===== config.mk =====
export PLATFORM = sky130hd
export DESIGN_NAME = amb_layer_step
export DESIGN_NICKNAME = d
export VERILOG_FILES = /design/src/rtl/amb_pkg.sv /design/src/rtl/amb_layer_step.sv
export SDC_FILE = /design/constraint.sdc
export NUM_CORES = 1
export LEC_CHECK = 0
export BUFFER_PORTS_ARGS = -buffer_cell sky130_fd_sc_hd__clkbuf_2
export CORE_AREA = 2 2 327 329
export DETAILED_ROUTE_END_ITERATION = 7
export DIE_AREA = 0 0 329 331
export MAX_ROUTING_LAYER = met4
export SETUP_SLACK_MARGIN = 0.05
export SLEW_MARGIN = 20
export SYNTH_ARGS = -nofsm -noshare
export SYNTH_HDL_FRONTEND = slang
export SYNTH_SLANG_ARGS = --single-unit

===== constraint.sdc =====
create_clock -name vclk -period 1.6
set_clock_uncertainty 0.2 [all_clocks]
set_input_delay 0.08 -clock vclk [all_inputs]
set_output_delay 0.08 -clock vclk [all_outputs]
set_load 0.03 [all_outputs]

===== src/rtl/amb_pkg.sv =====
// amb_pkg: shared widths, request codes and register indexes of the
// approximate match scanner; no dependencies
`timescale 1ns / 1ps

package amb_pkg;

    // transaction field widths
    localparam int REQ_TYPE_W  = 2;
    localparam int BYTE_W      = 8;
    localparam int PIDX_W      = 6;
    localparam int OFFSET_W    = 32;

    // configuration register widths and port shape
    localparam int PLEN_W      = 7;
    localparam int MAXERR_W    = 3;
    localparam int CFG_IDX_W   = 1;
    localparam int CFG_DATA_W  = 7;

    // error budget as used inside, wide enough for any layer count
    localparam int K_W         = 4;

    // one mask per byte value
    localparam int BYTE_VALUES = 256;

    // request codes
    localparam logic [REQ_TYPE_W-1:0] REQ_CLEAR   = 2'd0;
    localparam logic [REQ_TYPE_W-1:0] REQ_PATTERN = 2'd1;
    localparam logic [REQ_TYPE_W-1:0] REQ_TEXT    = 2'd2;

    // register indexes
    localparam logic [CFG_IDX_W-1:0] CFG_PATTERN_LENGTH = 1'd0;
    localparam logic [CFG_IDX_W-1:0] CFG_ERR_BUDGET     = 1'd1;

endpackage


===== src/rtl/amb_layer_step.sv =====
// amb_layer_step: one text byte of the k-error bitap recurrence over all layers
// depends on amb_pkg
`timescale 1ns / 1ps

module amb_layer_step import amb_pkg::*; #(
    parameter int PATTERN_MAX = 64,
    parameter int ERRORS_MAX  = 5
) (
    input  logic [ERRORS_MAX:0][PATTERN_MAX-1:0] i_prev,
    input  logic [PATTERN_MAX-1:0]               i_dmask,
    input  logic [K_W-1:0]                       i_k,
    output logic [ERRORS_MAX:0][PATTERN_MAX-1:0] o_next
);

    localparam logic [PATTERN_MAX-1:0] ONE = PATTERN_MAX'(1);

    always_comb begin
        o_next[0] = ((i_prev[0] << 1) | ONE) & i_dmask;
        for (int d = 1; d <= ERRORS_MAX; d++) begin
            if (K_W'(d) <= i_k) begin
                // match, substitution, insertion, deletion, free leading errors
                o_next[d] = (((i_prev[d] << 1) | ONE) & i_dmask)
                          | i_prev[d-1]
                          | (i_prev[d-1] << 1)
                          | (o_next[d-1] << 1)
                          | PATTERN_MAX'((64'(1) << d) - 64'(1));
            end else begin
                o_next[d] = i_prev[d];
            end
        end
    end

endmodule


==> results of run 1 <==
==> logic make-up (layout without fill, tap and decap cells) <==
family          after synthesis  in the layout  synth area share
compound gates              560            560             0.593
simple gates                524            524             0.323
buf+inv                      74           1669            0.0466
mux                          24             24            0.0376
other cells                   0             11                 0
==> worst max-delay path by stage <==
stage | startpoint | endpoint | slack, ns | cells after the start
after floorplan | i_k[2] | o_next[333] | -0.46 | 8
after global placement | i_k[2] | o_next[370] | -0.91 | 9
after detailed placement | i_k[2] | o_next[370] | -0.89 | 9
after CTS | i_prev[30] | o_next[354] | -0.57 | 8
after global routing | i_prev[30] | o_next[354] | -0.57 | 8
final | i_prev[30] | o_next[354] | -0.55 | 8
==> layout make-up <==
| cell class | count | area [um^2] |
|---|---|---|
| fill | 11000 | 74400 |
| timing repair buffer | 1664 | 15900 |
| multi-input combinational | 1108 | 12900 |
| tap | 1391 | 1740 |
| antenna | 11 | 27.5 |
| inverter | 5 | 18.8 |
==> routing by layer <==
metal | vias to the layer above | GRT usage | share of wire
met5 | - | - | 0
met4 | 0 | 0.0561 | 0.035
met3 | 144 | 0.0440 | 0.082
met2 | 1013 | 0.312 | 0.46
met1 | 9052 | 0.253 | 0.42
li1 | 7967 | - | -
==> metrics by stage <==
stage                     utilization  setup TNS [ns]  hold slack [ns]  cells  setup slack, ns
after floorplan                     -          -30.79           0.0917   1182           -0.464
after global routing            0.291         -111.22            0.254   4179           -0.574
after global placement          0.219         -168.88            0.304   3976           -0.908
after detailed placement        0.219         -173.72            0.310   3976           -0.886
after CTS                       0.277         -107.11            0.277   4098           -0.570
final                           0.291          -95.51            0.253   4179           -0.553
==> cell usage after synthesis, drive strengths merged <==
cell type	number
and3	7
clkbuf	43
nand2b	10
o21ai	6
buf	26
o22a	59
nor2	275
or2	9
nand3	38
a21o	2
mux2	24
a31oi	53
and2	61
o21a	21
nor3	20
a211oi	115
nor4	1
a2111o	21
inv	5
or4	1
o32a	5
and4	2
nand4	2
or3	8
o211ai	1
a221oi	1
o22ai	1
o31a	2
a21oi	153
nor4b	4
a211o	23
nand2	86
a41oi	10
a2111oi	87
==> power groups by stage <==
stage	sequential [mW]	clock [mW]	combinational (mW)
2_1_floorplan	0	0	2.92
3_3_place_gp	0	0	6.81
3_5_place_dp	0	0	6.79
4_1_cts	0	0	8.29
5_1_grt	0	0.000000895	9.08
6_report	0	0.000000904	8.79
==> repair_timing <==
item | 4_1_cts | 5_1_grt
buffers inserted | 108 | 99
endpoints found under the setup margin | 316 | 316
pin swaps | 127 | 140
cloned | 21 | 2
endpoints found under the hold margin | 0 | 0
resized for setup | 1064 | 466
==> results.md, run 1 <==
* Slowest CP cell: a2111o_1
* Unrepaired setup endpoints after global routing: yes
* Vias in the first global route at 18400
* DIE WIDTH at 329 um
* Via count at 18200
* Seq. cell area at 0 um^2
* Yosys cell types at 44
* Seq pwr share at 0
* Syn-to-layout area delta at 325%
* Hold depth at 2
* Yosys top cell area share at 0.144
* Synth Net Count at 1634
* Max-slew violations at 0
* Gate Count Post-Synth at 1182
* Std-Cell Rows at 119
* Power Dens Cells at 288 mW/mm^2
* Final Cell Area at 0.0306 mm^2
* Tmin final at 2.15 ns
* Failing checks: negative setup slack
* Fin worst setup slack at -0.553 ns
* Clock power frac at 0
* WP data arrival at 1.87 ns
* Fin crit share at 1.35
* Comb pwr share at 1.000
* WP data required at 1.32 ns
* Crit. End Element: primary output
* Core region area at 0.105 mm^2
* Synthesized area per cell at 6.08 um^2
* Power Total at 8.79 mW
* Count of input and output buffers at 836
* Cell Chain, Critical Path: buf_8 -> buf_6 -> a2111o_1 -> a2111o_1 -> a2111oi_4 -> buf_6 -> a31oi_4 -> buf_8
* DRC Markers at 0
* Hold Path Origin: i_dmask[0]
* Pin count of the biggest net entering global routing at 25
* Clock buffer count at 0
* GR Util All Layers at 0.198
* Antenna violations before repair at 14
* IR drop worst, VDD at 0.161 mV
* Initial Util at 0.0685
* First-pass GRT wire length at 149 mm
* CP max FO at 2
* Avg WL per Cell at 27.1 um
* Worst hold path endpoint: o_next[0]
* Ys Warns at 0
* Antenna-violating nets left at 0
* Drt first-iter violations at 1154
* # setup viols final at 315
* Sequential share of the synthesized area at 0
* Mapped Area at 0.00719 mm^2
* Synth area leaders: nor2_1 (14%), a211oi_1 (12%), a21oi_1 (11%), o22a_1 (7.2%), a2111oi_0 (6.6%)
* Switching fraction of total power at 0.540
* Die height at 331 um
* Leakage power at 12.3 nW
* Area post-placement at 0.0230 mm^2
* Most frequent cells in the layout: buf_4 (584), clkbuf_2 (476), buf_8 (229)
* Sequential cells at 0
* GPL Wtd Cong at 1.03
* Max Cap Viol at 0
* Hold_buf cts at 0
* CP peak stage delay at 0.44 ns
* Family with the most delay on the worst path: compound AO/OA/AOI/OAI gates
* Nets at 3231
* Worst Path Class, Setup: input port to primary output
* Least-Margin Pin Slew at 1.01 ns
* Commonest non-fill, non-tap cell in the layout: buf_4
* CP startpoint kind: input port
* DP Wirelength at 93.0 mm
* First drt pass iteration count at 5
* Routed vias/inst at 4.35
* Int Power at 4.04 mW
* Relative slew slack at 0.320
* Buf/Inv on CP at 4
* Sw Pwr at 4.75 mW
* Post-synth top area cell: nor2_1
* Outcome: finished, violations left
* Worst Hold Class: input port to primary output
* IO Count at 836
* Total gr overflow at 0
* Fmax at 0.465 GHz
* Share of layout cells above drive strength 1 at 0.842
* Final hold vios at 0
* Die area at 0.109 mm^2
* WL final at 113 mm
No activity file was read; power rests on OpenSTA's default activity.
==> run 2: changes to the inputs <==
--- a/config.mk
+++ b/config.mk
@@ -10,6 +10,7 @@
 export DETAILED_ROUTE_END_ITERATION = 7
 export DIE_AREA = 0 0 329 331
 export MAX_ROUTING_LAYER = met4
+export REMOVE_ABC_BUFFERS = 1
 export SETUP_SLACK_MARGIN = 0.05
 export SLEW_MARGIN = 20
 export SYNTH_ARGS = -nofsm -noshare
==> run 2 against run 1 <==
  * The run still ends with negative setup slack left
  * Final area is 21% lower
  * Cell count is 1.6% lower
  * Clock-buffer cell count stayed put
  * Worst setup slack worse by 0.12 ns
  * Global-route usage is 1.5 points higher
  * Total power is 15% lower
  * Non-clock buffer count is 83 lower
  * Critical endpoint is now o_next[335]
  * Largest cell class unchanged
==> results.md, run 2 (synthesis results as in run 1) <==
* Vias in the first global route at 17400
* Inst Count DP at 3969
* Least-Margin Pin Slew at 0.691 ns
* DRC Markers at 0
* Die height at 331 um
* Via count at 17900
* Nets at 3149
* Worst Setup SP: i_k[3]
* Avg WL per Cell at 30.5 um
* GR Util All Layers at 0.213
* First drt pass iteration count at 7
* Crit. End Element: primary output
* Fmax at 0.439 GHz
* GPL Wtd Cong at 1.06
* Drt first-iter violations at 1418
* Fin crit share at 1.42
* Pin count of the biggest net entering global routing at 38
* DP Wirelength at 107 mm
* Relative slew slack at 0.538
* Setup TNS at -133.32 ns
* Initial Util at 0.0685
* Clock buffer count at 0
* Worst Path Class, Setup: input port to primary output
* Cell Chain, Critical Path: clkbuf_16 -> or3_4 -> buf_12 -> nor2_4 -> a21oi_2 -> a2111oi_2 -> buf_4 -> a41oi_4 -> buf_8
* Std-Cell Rows at 119
* Seq. cell area at 0 um^2
* Outcome: finished, violations left
* WP data required at 1.32 ns
* Leakage power at 10.3 nW
* Share of layout cells above drive strength 1 at 0.727
* Failing checks: negative setup slack
* IR drop worst, VDD at 0.156 mV
* Fill cells at 11700
* First-pass GRT wire length at 154 mm
* Max Cap Viol at 0
* Max-slew violations at 0
* Unrepaired setup endpoints after global routing: yes
* Worst Hold Class: input port to primary output
* Core region area at 0.105 mm^2
* CP max FO at 8
* Layout Utilization at 0.231
* Most frequent cells in the layout: buf_4 (623), clkbuf_2 (617), nor2_1 (199)
* Tmin final at 2.28 ns
* Power Dens Cells at 309 mW/mm^2
* Slowest CP cell: or3_4
* Sequential cells at 0
* DIE WIDTH at 329 um
* Antenna-violating nets left at 0
* WP data arrival at 2.00 ns
* Count of input and output buffers at 836
* Hold Path Origin: i_prev[192]
* Routed vias/inst at 4.36
* # setup viols final at 317
* Syn-to-layout area delta at 237%
* Die area at 0.109 mm^2
* Fin worst setup slack at -0.676 ns
* Final non-filler cell total at 4111
* Commonest non-fill, non-tap cell in the layout: buf_4
* CP startpoint kind: input port
* Antenna violations before repair at 28
* CP peak stage delay at 0.43 ns
* IO Count at 836
* Hold_ws at 0.312 ns
* Total gr overflow at 0
* Final hold vios at 0
* WL final at 125 mm
## run 2: cell count changes in the layout (fill, tap and decap cells not counted), moves of 52 or more
| cell | delta |
|---|---|
| nor2_1 | +89 |
| a21oi_4 | -70 |
| nor2_4 | -92 |
| clkbuf_2 | +141 |
| buf_8 | -182 |
| o22a_4 | -52 |
| a21oi_1 | +55 |
## run 2: path summary, 6_finish.rpt
path           to  slack, ns  cells after the start
max   o_next[335]      -0.68                      9
min   o_next[192]       0.31                      3
## run 2: metal layers
layer | vias to the layer above | GRT usage | wire length (um)
met3 | 194 | 0.0492 | 10400
met1 | 8825 | 0.287 | 57000
met5 | - | - | 0
li1 | 7819 | - | -
met2 | 1072 | 0.318 | 52800
met4 | 0 | 0.0554 | 5150
## run 2: report_power, final
group	internal, mW	total (mW)	switching (mW)
Combinational	3.14	7.50	4.37
Clock	0.00000202	0.00000202	0
Sequential	0	0	0
Total	3.14	7.50	4.37
## run 2: stage by stage
| stage | power (mW) | setup slack (ns) | area, um^2 |
|---|---|---|---|
| after CTS | 6.79 | -0.622 | 21900 |
| after global placement | 5.93 | -1.32 | 18400 |
| final | 7.50 | -0.676 | 24200 |
| after detailed placement | 5.91 | -1.14 | 18400 |
| after global routing | 7.73 | -0.696 | 24200 |
| after floorplan | 1.95 | -4.24 | 6880 |
## run 2: layout make-up
class / count / area [um^2] / share of cell area
inverter: 5 / 18.8 / 0.000774
tap: 1391 / 1740 / 0.0718
antenna: 25 / 62.6 / 0.00258
timing repair buffer: 1581 / 12900 / 0.530
multi-input combinational: 1109 / 9570 / 0.395
## run 2: worst max-delay path, delay by kind of cell
kind | cells | cell delay, ns
buffers and inverters | 4 | 0.74
AO/OA/AOI/OAI | 3 | 0.59
AND/OR/NAND/NOR | 2 | 0.54
## run 2: timing repair
action                                  in CTS  in global routing
gates cloned                                 5                 12
gates resized for setup                    615                519
endpoints found under the setup margin     316                319
setup buffers                               64                 51
hold buffers                                 0                  0
pin swaps                                  144                103
